===== config.mk =====
export PLATFORM = sky130hd
export DESIGN_NAME = mouse_packet_deframer_flat
export DESIGN_NICKNAME = d
export VERILOG_FILES = /design/src/hw/rtl/mpd_pkg.sv /design/src/hw/rtl/mpd_byte_if.sv /design/src/hw/rtl/mpd_res_if.sv /design/src/hw/rtl/mpd_front.sv /design/src/hw/rtl/mpd_queue.sv /design/src/hw/rtl/mpd_back.sv /design/src/hw/rtl/mouse_packet_deframer.sv /design/src/flat_wrapper.sv
export SDC_FILE = /design/constraint.sdc
export NUM_CORES = 1
export LEC_CHECK = 0
export ABC_AREA = 1
export BUFFER_PORTS_ARGS = -buffer_cell sky130_fd_sc_hd__clkbuf_2
export CORE_MARGIN = 3
export CORE_UTILIZATION = 54
export DETAILED_ROUTE_END_ITERATION = 8
export HOLD_SLACK_MARGIN = 0.02
export MAX_ROUTING_LAYER = met4
export PLACE_DENSITY = 0.89
export SYNTH_ARGS = -nofsm -noshare
export SYNTH_HDL_FRONTEND = slang
export SYNTH_HIERARCHICAL = 1
export SYNTH_SLANG_ARGS = --single-unit

===== constraint.sdc =====
create_clock -name clk -period 4.1 [get_ports clk]
set_input_delay 0.82 -clock clk [delete_from_list [all_inputs] [get_ports clk]]
set_output_delay 0.82 -clock clk [all_outputs]
set_load 0.01 [all_outputs]

===== src/hw/rtl/mpd_pkg.sv =====
// Package for the mouse packet deframer: constants, defaults and the
// packet record passed from the front end to the back end. No dependencies.
`default_nettype none
package mpd_pkg;

	localparam logic [7:0] HDR_RESET        = 8'hAA;
	localparam logic [7:0] BTN_MASK         = 8'h07;
	localparam logic [7:0] WHEEL_FLAG       = 8'h08;
	localparam int         PACKET_LEN       = 6;
	localparam logic [2:0] POS_HUNT         = 3'd0;
	localparam logic [2:0] POS_FLAGS        = 3'd1;
	localparam logic [2:0] POS_DX           = 3'd2;
	localparam logic [2:0] POS_DY           = 3'd3;
	localparam logic [2:0] POS_WHEEL        = 3'd4;
	localparam logic [2:0] POS_CHECK        = 3'(PACKET_LEN - 1);
	localparam int         COUNTER_BITS_DEF = 32;
	localparam int         OUT_CNT_BITS     = 32;
	localparam int         QUEUE_DEPTH      = 2;

	typedef struct packed {
		logic              good;
		logic [2:0]        buttons;
		logic signed [7:0] dx;
		logic signed [7:0] dy;
		logic signed [7:0] wheel;
	} pkt_t;

endpackage
`default_nettype wire


===== src/hw/rtl/mpd_byte_if.sv =====
// Byte stream channel: valid, ready and one stream byte.
// Depends on nothing.
`default_nettype none
interface mpd_byte_if;
	logic       valid;
	logic       ready;
	logic [7:0] byte_in;

	modport source(output valid, output byte_in, input ready);
	modport sink(input valid, input byte_in, output ready);
endinterface
`default_nettype wire


===== src/hw/rtl/mpd_res_if.sv =====
// Result channel: valid, ready and the decoded packet fields with counters.
// Depends on nothing.
`default_nettype none
interface mpd_res_if;
	logic              valid;
	logic              ready;
	logic              status;
	logic [2:0]        buttons;
	logic signed [7:0] move_x;
	logic signed [7:0] move_y;
	logic signed [7:0] wheel_step;
	logic [31:0]       good_count;
	logic [31:0]       bad_count;

	modport source(output valid, output status, output buttons, output move_x,
		output move_y, output wheel_step, output good_count, output bad_count,
		input ready);
	modport sink(input valid, input status, input buttons, input move_x,
		input move_y, input wheel_step, input good_count, input bad_count,
		output ready);
endinterface
`default_nettype wire


===== src/hw/rtl/mpd_front.sv =====
// Front end: header hunt, field capture, running XOR and checksum check.
// Depends on mpd_pkg and mpd_byte_if.
`default_nettype none
module mpd_front (
	input  wire logic        clk,
	input  wire logic        arst_n,
	input  wire logic        cfg_we,
	input  wire logic [7:0]  cfg_data,
	mpd_byte_if.sink         rx,
	input  wire logic        q_full,
	output logic             q_push,
	output mpd_pkg::pkt_t    q_din
);
	import mpd_pkg::*;

	logic [2:0] pos_q;
	logic [7:0] xor_q;
	logic [7:0] header_q;
	logic [7:0] flags_q;
	logic [7:0] dx_q;
	logic [7:0] dy_q;
	logic [7:0] wheel_q;
	logic       accept;
	logic       good;

	assign rx.ready = !((pos_q == POS_CHECK) && q_full);
	assign accept   = rx.valid && rx.ready;
	assign good     = (rx.byte_in == xor_q);
	assign q_push   = accept && (pos_q == POS_CHECK);

	always_comb begin
		q_din.good    = good;
		q_din.buttons = good ? 3'(flags_q & BTN_MASK) : 3'd0;
		q_din.dx      = good ? dx_q : 8'sd0;
		q_din.dy      = good ? dy_q : 8'sd0;
		q_din.wheel   = (good && ((flags_q & WHEEL_FLAG) != 8'd0)) ? wheel_q : 8'sd0;
	end

	always_ff @(posedge clk or negedge arst_n) begin
		if (!arst_n) begin
			header_q <= HDR_RESET;
		end else if (cfg_we) begin
			header_q <= cfg_data;
		end
	end

	always_ff @(posedge clk or negedge arst_n) begin
		if (!arst_n) begin
			pos_q <= POS_HUNT;
			xor_q <= 8'd0;
		end else if (accept) begin
			priority if (pos_q == POS_HUNT) begin
				if (rx.byte_in == header_q) begin
					xor_q <= rx.byte_in;
					pos_q <= POS_FLAGS;
				end
			end else if (pos_q < POS_CHECK) begin
				xor_q <= xor_q ^ rx.byte_in;
				pos_q <= pos_q + 3'd1;
			end else begin
				pos_q <= POS_HUNT;
			end
		end
	end

	always_ff @(posedge clk) begin
		if (accept) begin
			unique case (pos_q)
				POS_FLAGS: flags_q <= rx.byte_in;
				POS_DX:    dx_q    <= rx.byte_in;
				POS_DY:    dy_q    <= rx.byte_in;
				POS_WHEEL: wheel_q <= rx.byte_in;
				default: ;
			endcase
		end
	end

`ifndef SYNTHESIS
	a_pos_range: assert property (@(posedge clk) disable iff (!arst_n)
		pos_q <= POS_CHECK)
		else $error("byte position beyond checksum slot");
`endif

endmodule
`default_nettype wire


===== src/hw/rtl/mpd_queue.sv =====
// Short queue of packet records between the front end and the back end.
// Depends on mpd_pkg.
`default_nettype none
module mpd_queue (
	input  wire logic           clk,
	input  wire logic           arst_n,
	input  wire logic           push,
	input  wire mpd_pkg::pkt_t  din,
	output logic                full,
	input  wire logic           pop,
	output logic                valid,
	output mpd_pkg::pkt_t       dout
);
	import mpd_pkg::*;

	localparam int PTR_W = (QUEUE_DEPTH > 1) ? $clog2(QUEUE_DEPTH) : 1;
	localparam int CNT_W = $clog2(QUEUE_DEPTH + 1);

	pkt_t             mem_q [QUEUE_DEPTH];
	logic [PTR_W-1:0] wr_ptr_q;
	logic [PTR_W-1:0] rd_ptr_q;
	logic [CNT_W-1:0] cnt_q;
	logic             do_push;
	logic             do_pop;

	assign full    = (cnt_q == CNT_W'(QUEUE_DEPTH));
	assign valid   = (cnt_q != '0);
	assign dout    = mem_q[rd_ptr_q];
	assign do_push = push && !full;
	assign do_pop  = pop && valid;

	always_ff @(posedge clk) begin
		if (do_push) begin
			mem_q[wr_ptr_q] <= din;
		end
	end

	always_ff @(posedge clk or negedge arst_n) begin
		if (!arst_n) begin
			wr_ptr_q <= '0;
			rd_ptr_q <= '0;
			cnt_q    <= '0;
		end else begin
			if (do_push) begin
				wr_ptr_q <= (wr_ptr_q == PTR_W'(QUEUE_DEPTH - 1)) ? '0 : wr_ptr_q + 1'b1;
			end
			if (do_pop) begin
				rd_ptr_q <= (rd_ptr_q == PTR_W'(QUEUE_DEPTH - 1)) ? '0 : rd_ptr_q + 1'b1;
			end
			unique case ({do_push, do_pop})
				2'b10:   cnt_q <= cnt_q + 1'b1;
				2'b01:   cnt_q <= cnt_q - 1'b1;
				default: cnt_q <= cnt_q;
			endcase
		end
	end

`ifndef SYNTHESIS
	a_no_push_full: assert property (@(posedge clk) disable iff (!arst_n)
		full |-> !push)
		else $error("request pushed into a full queue");
	a_cnt_bound: assert property (@(posedge clk) disable iff (!arst_n)
		cnt_q <= CNT_W'(QUEUE_DEPTH))
		else $error("queue count beyond depth");
`endif

endmodule
`default_nettype wire


===== src/hw/rtl/mpd_back.sv =====
// Back end: packet counters and the registered result stage.
// Depends on mpd_pkg and mpd_res_if.
`default_nettype none
module mpd_back #(
	parameter int COUNTER_BITS = mpd_pkg::COUNTER_BITS_DEF
) (
	input  wire logic           clk,
	input  wire logic           arst_n,
	input  wire logic           q_valid,
	input  wire mpd_pkg::pkt_t  q_dout,
	output logic                q_pop,
	mpd_res_if.source           res
);
	import mpd_pkg::*;

	logic [COUNTER_BITS-1:0] good_q;
	logic [COUNTER_BITS-1:0] bad_q;
	logic [COUNTER_BITS-1:0] good_nxt;
	logic [COUNTER_BITS-1:0] bad_nxt;
	logic [63:0]             good_ext;
	logic [63:0]             bad_ext;
	logic                    out_valid_q;
	pkt_t                    out_pkt_q;
	logic [OUT_CNT_BITS-1:0] out_good_q;
	logic [OUT_CNT_BITS-1:0] out_bad_q;

	assign q_pop    = q_valid && (!out_valid_q || res.ready);
	assign good_nxt = good_q + COUNTER_BITS'(q_dout.good);
	assign bad_nxt  = bad_q + COUNTER_BITS'(!q_dout.good);
	assign good_ext = 64'(good_nxt);
	assign bad_ext  = 64'(bad_nxt);

	always_ff @(posedge clk or negedge arst_n) begin
		if (!arst_n) begin
			good_q      <= '0;
			bad_q       <= '0;
			out_valid_q <= 1'b0;
		end else begin
			if (q_pop) begin
				good_q      <= good_nxt;
				bad_q       <= bad_nxt;
				out_valid_q <= 1'b1;
			end else if (res.ready) begin
				out_valid_q <= 1'b0;
			end
		end
	end

	always_ff @(posedge clk) begin
		if (q_pop) begin
			out_pkt_q  <= q_dout;
			out_good_q <= good_ext[OUT_CNT_BITS-1:0];
			out_bad_q  <= bad_ext[OUT_CNT_BITS-1:0];
		end
	end

	assign res.valid      = out_valid_q;
	assign res.status     = !out_pkt_q.good;
	assign res.buttons    = out_pkt_q.buttons;
	assign res.move_x     = out_pkt_q.dx;
	assign res.move_y     = out_pkt_q.dy;
	assign res.wheel_step = out_pkt_q.wheel;
	assign res.good_count = out_good_q;
	assign res.bad_count  = out_bad_q;

`ifndef SYNTHESIS
	a_cnt_hold: assert property (@(posedge clk) disable iff (!arst_n)
		!q_pop |=> ($stable(good_q) && $stable(bad_q)))
		else $error("packet counter moved without a request");
	a_one_cnt: assert property (@(posedge clk) disable iff (!arst_n)
		q_pop |=> ($stable(good_q) != $stable(bad_q)))
		else $error("a request must advance exactly one counter");
`endif

endmodule
`default_nettype wire


===== src/hw/rtl/mouse_packet_deframer.sv =====
// Top level of the mouse packet deframer: front end, queue and back end.
// Depends on mpd_pkg, mpd_byte_if, mpd_res_if, mpd_front, mpd_queue, mpd_back.
//
//  channel  dir  handshake     payload
//  rx       in   valid/ready   byte_in
//  res      out  valid/ready   status, buttons, move_x, move_y, wheel_step,
//                              good_count, bad_count
//  cfg      in   cfg_we        cfg_data (header byte)
//
// One byte is taken every cycle unless stalled; position and XOR update with each byte.
// A result is queued, then registered in the result stage, and is held until taken.
// A two-entry queue lets the front keep taking bytes while results are stalled.
// Only the checksum byte can stall input, when the queue is full.
// Reset clears position, XOR, counters and the queue; the header byte resets to 0xAA.
`default_nettype none
module mouse_packet_deframer #(
	parameter int COUNTER_BITS = mpd_pkg::COUNTER_BITS_DEF
) (
	input  wire logic       clk,
	input  wire logic       arst_n,
	input  wire logic       cfg_we,
	input  wire logic [7:0] cfg_data,
	mpd_byte_if.sink        rx,
	mpd_res_if.source       res
);
	import mpd_pkg::*;

	pkt_t q_din;
	pkt_t q_dout;
	logic q_push;
	logic q_full;
	logic q_pop;
	logic q_valid;

	mpd_front u_front (
		.clk      (clk),
		.arst_n   (arst_n),
		.cfg_we   (cfg_we),
		.cfg_data (cfg_data),
		.rx       (rx),
		.q_full   (q_full),
		.q_push   (q_push),
		.q_din    (q_din)
	);

	mpd_queue u_queue (
		.clk    (clk),
		.arst_n (arst_n),
		.push   (q_push),
		.din    (q_din),
		.full   (q_full),
		.pop    (q_pop),
		.valid  (q_valid),
		.dout   (q_dout)
	);

	mpd_back #(
		.COUNTER_BITS (COUNTER_BITS)
	) u_back (
		.clk     (clk),
		.arst_n  (arst_n),
		.q_valid (q_valid),
		.q_dout  (q_dout),
		.q_pop   (q_pop),
		.res     (res)
	);

endmodule
`default_nettype wire

===== src/flat_wrapper.sv =====
// flat-port wrapper written by rule: the top's interface ports become plain ports
module mouse_packet_deframer_flat import mpd_pkg::*;
#(
	parameter int COUNTER_BITS = mpd_pkg::COUNTER_BITS_DEF
)
  (clk, arst_n, cfg_we, cfg_data, rx_valid, rx_byte_in, rx_ready, res_valid, res_status, res_buttons, res_move_x, res_move_y, res_wheel_step, res_good_count, res_bad_count, res_ready);
  mpd_byte_if rx_i ();
  mpd_res_if res_i ();
  input  wire logic clk;
  input  wire logic arst_n;
  input  wire logic cfg_we;
  input  wire logic [7:0] cfg_data;
  input wire logic [$bits(rx_i.valid)-1:0] rx_valid;
  input wire logic [$bits(rx_i.byte_in)-1:0] rx_byte_in;
  output wire logic [$bits(rx_i.ready)-1:0] rx_ready;
  output wire logic [$bits(res_i.valid)-1:0] res_valid;
  output wire logic [$bits(res_i.status)-1:0] res_status;
  output wire logic [$bits(res_i.buttons)-1:0] res_buttons;
  output wire logic [$bits(res_i.move_x)-1:0] res_move_x;
  output wire logic [$bits(res_i.move_y)-1:0] res_move_y;
  output wire logic [$bits(res_i.wheel_step)-1:0] res_wheel_step;
  output wire logic [$bits(res_i.good_count)-1:0] res_good_count;
  output wire logic [$bits(res_i.bad_count)-1:0] res_bad_count;
  input wire logic [$bits(res_i.ready)-1:0] res_ready;
  assign rx_i.valid = rx_valid;
  assign rx_i.byte_in = rx_byte_in;
  assign rx_ready = rx_i.ready;
  assign res_valid = res_i.valid;
  assign res_status = res_i.status;
  assign res_buttons = res_i.buttons;
  assign res_move_x = res_i.move_x;
  assign res_move_y = res_i.move_y;
  assign res_wheel_step = res_i.wheel_step;
  assign res_good_count = res_i.good_count;
  assign res_bad_count = res_i.bad_count;
  assign res_i.ready = res_ready;
  mouse_packet_deframer #(.COUNTER_BITS(COUNTER_BITS)) u_core (.clk(clk), .arst_n(arst_n), .cfg_we(cfg_we), .cfg_data(cfg_data), .rx(rx_i), .res(res_i));
endmodule

Word level (Yosys, flattened, before mapping)
Memory sizes are Yosys's and may differ from the RTL's.
Cells that the tools add are included.
{ "classes": {"n_addsub": 7, "n_mul": 0, "div_mod_pow": 0, "n_lt_le_gt_ge": 1, "n_eq_ne": 11, "shifts": 0, "mux": 17, "bitwise": 1, "n_reduce_logical": 24} }
{ "op_table": {"columns": ["operator", "n"], "rows": [
  ["$add A32 B1 Y32", 2],
  ["$mux W8", 6],
  ["$eq A8 B8 Y1", 2],
  ["$mux W3", 4],
  ["$reduce_and A2 Y1", 5],
  ["$reduce_bool A2 Y1", 4],
  ["$xor A8 B8 Y8", 1],
  ["$logic_and A1 B1 Y1", 7],
  ["$eq A3 B2 Y1 const B", 2],
  ["$eq A3 B3 Y1 const B", 2],
  ["$mux W1", 6],
  ["$logic_not A1 Y1", 5],
  ["$eq A2 B2 Y1 const B", 2],
  ["$pmux W2 S2", 1],
  ["$add A3 B1 Y3 const B", 1],
  ["$eq A3 B1 Y1 const B", 1],
  ["$logic_not A3 Y1", 1],
  ["$lt A3 B3 Y1 const B", 1],
  ["$reduce_and A3 Y1", 1],
  ["$add A1 B1 Y1 const B", 2],
  ["$add A2 B1 Y2 const B", 1],
  ["$eq A2 B1 Y1 const B", 1],
  ["$ne A2 B1 Y1 const B", 1],
  ["$sub A2 B1 Y2 const B", 1],
  ["$logic_or A1 B1 Y1", 1]
]} }
{ "word_totals": {"register_bits": 208, "latch_bits": 0, "ramBits": 56, "rom_bits": 0, "input_bits": 21, "wordCells": 82, "mem_count": 1} }
{ "memory_table": {"columns": ["name", "words", "word_bits", "read_ports", "rd_clocked_by_memory_dff", "write_ports", "line", "text"], "rows": [
  ["u_core.u_queue.mem_q", 2, 28, 1, 0, 1, "mpd_queue.sv:19", "pkt_t mem_q [QUEUE_DEPTH];"]
]} }

Depth between registers and ports, before layout
{ "logic_depth": {"ltp_word": 8, "depth_mapped": 16, "mapped_depth_nobuf": 15} }

Cells and area by module
Netlist, hierarchy kept.
{ "by_module_without_submodules": {"columns": ["module", "instances", "cells_per_inst", "area_each_um2", "seq_area_each_um2"], "rows": [
  ["mpd_back", 1, 782, 7440.9, 4389.2],
  ["mpd_queue", 1, 178, 2270.9, 1781.7],
  ["mpd_front", 1, 237, 2260.9, 1321.3]
]} }

Worst setup path after synthesis
Ideal clock, no wire load.
{ "synth_path": {"kind": "in2reg", "startpoint": "input res_ready", "endpoint": "register u_core.u_queue.cnt_q[1]", "t_arrival_ns": 4.720, "slack_ns": -0.737, "path_stages": 12, "path_buffers": 1, "cell_sequence": "inv_1 > nand2_1 > nand2_1 > clkinv_1 > clkbuf_1 > nand2_1 > inv_1 > ha_1 > inv_1 > nand3_1 > nand2_1 > nand2_1"} }
{ "synth_between": {"elab_chain_cells": 5, "elab_cells_between_ends": 7, "classes_between": "2 x eq/ne; 1 x mux; 4 x reduce/logical"} }
{ "synth_rtl": {"columns": ["item", "line", "text"], "rows": [
  ["from (decl)", "flat_wrapper.sv:24", "input wire logic [$bits(res_i.ready)-1:0] res_ready;"],
  ["$logic_or A1 B1 Y1 *", "mpd_back.sv:27", "assign q_pop = q_valid && (!out_valid_q || res.ready);"],
  ["$logic_and A1 B1 Y1 *", "mpd_back.sv:27", null],
  ["via u_core.q_pop", "mouse_packet_deframer.sv:32", "logic q_pop;"],
  ["$logic_and A1 B1 Y1 *", "mpd_queue.sv:30", "assign do_pop = pop && valid;"],
  ["via u_core.u_queue.do_pop", "mpd_queue.sv:24", "logic do_pop;"],
  ["$eq A2 B1 Y1 or $eq A2 B2 Y1 (tied branches)", "mpd_queue.sv:50", "unique case ({do_push, do_pop})"],
  ["$pmux W2 S2 or $reduce_bool A2 Y1 (tied branches)", null, null],
  ["to (signal assigned)", "mpd_queue.sv:51", "2'b10: cnt_q <= cnt_q + 1'b1;"],
  ["to (signal assigned)", "mpd_queue.sv:52", "2'b01: cnt_q <= cnt_q - 1'b1;"],
  ["to (signal assigned)", "mpd_queue.sv:53", "default: cnt_q <= cnt_q;"],
  ["to (decl)", "mpd_queue.sv:22", "logic [CNT_W-1:0] cnt_q;"]
]} }
The timed path passes the listed nets; every way through them passes the cells marked *.
A chain may end at the register's enable or synchronous reset.

==> results <==
- The signal arrival time at the worst endpoint is 3620 ps.
- The cell sitting at the root of the clock tree is a sky130_fd_sc_hd__clkbuf_16.
- Counting every instance in the synthesized netlist gives 1197.
- The critical path required time is 4380 ps.
- Setup repair after global routing left no endpoint under its margin.
- The region available for standard cell placement spans 21400 µm².
- The total CTS buffers is 26.
- Of the available clock period, the critical path in the final layout requires 0.813.
- Buffers placed on the I/O ports in this run total 114.
- The Yosys warning count is 6.
- On the critical path the largest part of the delay comes from simple AND/OR/NAND/NOR gates.
- The number of buffers added to fix hold violations after cts is 0.
- The net count after synthesis is around 1200.
- The area share of the largest cell type after synthesis is 0.441.
- The minimum setup slack after placement is 764 ps.
- The clock insertion delay at the later pin of the skew report is 520 ps.
- In the routed design, unresolved DRC markers number 0.
- In this run, synthesis produced a sequential element count of ~260.
- After clock tree synthesis, the repair step resized 0 gates.
- The final global-route overflow total is 0.
- The synthesis-to-layout area growth is 12.3%.
- In this run the count of I/O pins placed on the die edge is 115.
- The critical-path maximum fanout is 30.
- The first global-routing pass estimated 39.0 mm of wire.
- The net count of the finished layout is 1327.
- The ratio of total power to cell area is 621 nW/µm².
- The vias after detailed routing is 8138.
- The worst pin sits at a relative slew slack of 0.232.
- Setup violations remaining at the end of the flow were counted as 0.
- The final setup slack of the worst path is around 770 ps.
- Once detail routing completed, the nets flagged for antenna violations numbered 0.
- After synthesis, the cell types taking the most area are sky130_fd_sc_hd__edfxtp_1 (44%), sky130_fd_sc_hd__dfrtp_1 (18%), sky130_fd_sc_hd__nand2_1 (15%).
- The final critical path time including I/O delays and setup is roughly 3300 ps.
- Max-cap violations in this run came to 0.
- The half-perimeter wire length after placement is 16.0 mm.
- Walking the worst path, the cells encountered are inv_2 > nand2_1 > nand2_1 > inv_1 > ha_1 > ha_1 > nand2_1 > nor2_4 > nand2_4 > nor2_4 > nand3_1 > and2_1.
- Across the VDD grid, the largest voltage drop is approximately 0.42 mV.
- The number of global-route vias before repair is 8108.
- The floorplan step set the die height to 155 µm.
- In this run the number of H-tree levels came out at 1.
- Setup slack on the worst reg-to-reg path comes out at between 700 and 800 ps.
- The clock tree from TritonCTS is yes.
- Entering global routing, the biggest net connects 80 pins.
- For this design the static power due to leakage is 6.10 nW.
- For this run, the total global-route usage over all layers was measured as 0.203.
- The via-per-instance ratio is 5.12.
- The maximum clock rate is approximately 300 MHz.
- The largest stage delay on the critical path is 1010 ps.
- The horizontal extent of the die is approximately 150 µm.
- The number of max-slew violations in the final report was 0.
- The final number of hold-violating endpoints was 0.
- At the pin with the least slew margin, the transition time is 1150 ps.
- The routed design has 23.9 mm of wire.
- The die outline area is roughly 24000 µm².
- The sequential fraction of the synthesis area is 0.626.
- The antenna diode instance count is 0.
- The endpoint identified for the worst register-to-register timing path is u_core/u_back/res.bad_count[18].
- The start of the worst register-to-register path is u_core/u_queue/rd_ptr_q.
- In this run, the number of DRC markers left after iteration 0 of detailed routing was 647.
- At the end of routability-driven placement, the weighted congestion stood at just under 0.9.
- The cell area after synthesis is 12000 µm².
- The critical-path cell with the highest stage delay is sky130_fd_sc_hd__dfrtp_1.
- STA classifies the critical path endpoint as a register.
- The number of buffer and inverter stages on the critical path is 2.
- The count of buffers added by post-CTS timing repair for setup is 0.
- The maximum buffer depth of the clock tree is 3.
- The average instance in the mapped netlist occupies 10.0 µm².
- STA classifies the critical path startpoint as a register.
- The initial antenna violation count is 0.
- Yosys mapped the design onto 31 distinct sky130hd cell types.
- The cell repeated most along the worst path is sky130_fd_sc_hd__nand2_1.
- By startpoint and endpoint, the worst setup path is classified as reg -> reg.
- The number of enable-type register cells in the synthesized netlist is 176.
- The wire length per cell is 15.0 µm.
- On the final layout, the worst clock skew is 31.1 ps.
- For this run, asynchronously set or reset flops after synthesis account for 0.333.
- The dominant register cell in the synthesized netlist is sky130_fd_sc_hd__edfxtp_1.
- sky130_fd_sc_hd__edfxtp_1 takes more of the synthesized area than any other cell.
- The first-pass iteration count of the detailed router is 5.
- The floorplan has 53 rows.
- The class of the tightest hold or removal check is in -> async.
- For this configuration, the core starts out at a cell density of 0.559.
- The number of cells on the worst reg-to-reg path is 12.
- The share of final-layout standard cells stronger than drive strength 1 is 0.172.
- Clock-pin slew was measured on the worst setup and hold paths at 60 ps.
- The flow ran to the end, and the final reports show no timing, DRC or antenna violations.
- For this design, the sink count on the clock tree is 264.
- After routing, the total negative slack on setup checks comes to 0 ps.
==> kinds of logic (layout without fill, tap and decap cells) <==
family                   Yosys count  count (layout)  share of synthesized area
adder cells (fa/ha/maj)           11              11                     0.0115
multiplexers                       4               4                    0.00376
XOR/XNOR                          43              43                     0.0384
AND/OR/NAND/NOR                  682             682                      0.245
flip-flops                       264             264                      0.626
buffers and inverters            160             278                     0.0623
AO/OA/AOI/OAI                     33              33                     0.0138
==> sequential cells by signal, summed over array words and instances, names as in the netlist, 4 cells and up <==
signal	count
u_core/u_front/header_q	8
u_core/u_front/dy_q	8
u_core/u_front/dx_q	8
u_core/u_back/good_q	32
u_core/u_back/res.wheel_step	8
u_core/u_queue/mem_q	56
u_core/u_front/flags_q	4
u_core/u_back/res.move_x	8
u_core/u_back/bad_q	32
u_core/u_front/wheel_q	8
u_core/u_back/res.good_count	32
u_core/u_back/res.bad_count	32
u_core/u_front/xor_q	8
u_core/u_back/res.move_y	8
==> metrics by stage <==
stage / hold WS (ps) / total power [mW] / cells / cell area, µm² / utilization
after floorplan: 442 / 5.49 / 1197 / 12000 / -
after global placement: 459 / 6.05 / 1542 / 12600 / 0.589
after detailed placement: 462 / 6.12 / 1542 / 12600 / 0.589
after CTS: 479 / 8.43 / 1590 / 13400 / 0.628
after global routing: 506 / 8.82 / 1590 / 13400 / 0.628
final: 466 / 8.35 / 1590 / 13400 / 0.628
==> worst max path at each step <==
stage                                  startpoint                               to  depth (start not counted)
after floorplan                         res_ready          u_core/u_queue/cnt_q[1]                         12
after global placement    u_core/u_queue/rd_ptr_q  u_core/u_back/res.bad_count[18]                         12
after detailed placement  u_core/u_queue/rd_ptr_q  u_core/u_back/res.bad_count[18]                         12
after CTS                 u_core/u_queue/rd_ptr_q  u_core/u_back/res.bad_count[18]                         12
after global routing      u_core/u_queue/rd_ptr_q  u_core/u_back/res.bad_count[22]                         13
final                     u_core/u_queue/rd_ptr_q  u_core/u_back/res.bad_count[18]                         12
==> Yosys cell counts (2+ instances only) <==
| cell | number |
|---|---|
| sky130_fd_sc_hd__xor2_1 | 19 |
| sky130_fd_sc_hd__xor2_2 | 11 |
| sky130_fd_sc_hd__nand2_1 | 469 |
| sky130_fd_sc_hd__inv_1 | 104 |
| sky130_fd_sc_hd__xnor2_1 | 13 |
| sky130_fd_sc_hd__mux2_2 | 4 |
| sky130_fd_sc_hd__ha_1 | 11 |
| sky130_fd_sc_hd__clkbuf_1 | 10 |
| sky130_fd_sc_hd__nor2_1 | 97 |
| sky130_fd_sc_hd__o21ai_0 | 30 |
| sky130_fd_sc_hd__edfxtp_1 | 176 |
| sky130_fd_sc_hd__inv_2 | 4 |
| sky130_fd_sc_hd__dfrtp_1 | 84 |
| sky130_fd_sc_hd__buf_4 | 30 |
| sky130_fd_sc_hd__buf_2 | 8 |
| sky130_fd_sc_hd__nand3b_1 | 10 |
| sky130_fd_sc_hd__o21ai_1 | 2 |
| sky130_fd_sc_hd__and2_1 | 12 |
| sky130_fd_sc_hd__nor2_2 | 9 |
| sky130_fd_sc_hd__nor3_1 | 3 |
| sky130_fd_sc_hd__nand3_1 | 37 |
| sky130_fd_sc_hd__dfstp_2 | 4 |
| sky130_fd_sc_hd__buf_6 | 3 |
| sky130_fd_sc_hd__nor2_4 | 13 |
| sky130_fd_sc_hd__nor2_8 | 3 |
| sky130_fd_sc_hd__nand4_1 | 12 |
| sky130_fd_sc_hd__nand2_2 | 15 |
==> placed cells by master (no fill, tap or decap), types with 2 or more instances in the layout <==
| cell type | Yosys | final |
|---|---|---|
| sky130_fd_sc_hd__xor2_2 | 11 | 11 |
| sky130_fd_sc_hd__dfstp_2 | 4 | 4 |
| sky130_fd_sc_hd__nand2_1 | 469 | 469 |
| sky130_fd_sc_hd__dfrtp_1 | 84 | 84 |
| sky130_fd_sc_hd__nor2_1 | 97 | 96 |
| sky130_fd_sc_hd__nand2_2 | 15 | 15 |
| sky130_fd_sc_hd__clkbuf_1 | 10 | 7 |
| sky130_fd_sc_hd__nor2_8 | 3 | 3 |
| sky130_fd_sc_hd__clkbuf_2 | 0 | 113 |
| sky130_fd_sc_hd__clkinv_2 | 0 | 4 |
| sky130_fd_sc_hd__nor2_2 | 9 | 10 |
| sky130_fd_sc_hd__edfxtp_1 | 176 | 176 |
| sky130_fd_sc_hd__inv_2 | 4 | 4 |
| sky130_fd_sc_hd__nor2_4 | 13 | 13 |
| sky130_fd_sc_hd__xor2_1 | 19 | 19 |
| sky130_fd_sc_hd__inv_1 | 104 | 104 |
| sky130_fd_sc_hd__clkbuf_16 | 0 | 27 |
| sky130_fd_sc_hd__nand3_1 | 37 | 37 |
| sky130_fd_sc_hd__mux2_2 | 4 | 4 |
| sky130_fd_sc_hd__o21ai_1 | 2 | 2 |
| sky130_fd_sc_hd__clkinvlp_4 | 0 | 2 |
| sky130_fd_sc_hd__o21ai_0 | 30 | 30 |
| sky130_fd_sc_hd__nand4_1 | 12 | 12 |
| sky130_fd_sc_hd__ha_1 | 11 | 11 |
| sky130_fd_sc_hd__and2_1 | 12 | 12 |
| sky130_fd_sc_hd__clkinv_1 | 1 | 3 |
| sky130_fd_sc_hd__nand3b_1 | 10 | 10 |
| sky130_fd_sc_hd__buf_4 | 30 | 8 |
| sky130_fd_sc_hd__nor3_1 | 3 | 3 |
| sky130_fd_sc_hd__xnor2_1 | 13 | 13 |
| sky130_fd_sc_hd__clkbuf_8 | 0 | 3 |
==> final cells by class <==
type,instances,area (µm²)
clock buffer,37,743
fill,1608,7980
tap,275,344
sequential,264,7490
inverter,109,414
clock inverter,11,85.1
timing repair buffer,121,626
multi-input combinational,773,3740
==> power by group <==
| part | leakage (nW) | switching (mW) | internal, mW | total [mW] |
|---|---|---|---|---|
| clock | 0.401 | 0.957 | 1.32 | 2.28 |
| combinational | 2.74 | 1.45 | 0.638 | 2.08 |
| sequential | 2.96 | 0.332 | 3.66 | 3.99 |
==> metal layers <==
layer | up-vias | GRT usage | routed length (µm)
li1 | 3974 | - | -
met1 | 3836 | 0.264 | 9980
met3 | 58 | 0.0334 | 1560
met5 | - | - | 0
met2 | 270 | 0.331 | 11600
met4 | 0 | 0.0673 | 676
(Power assumes the default switching activity.)
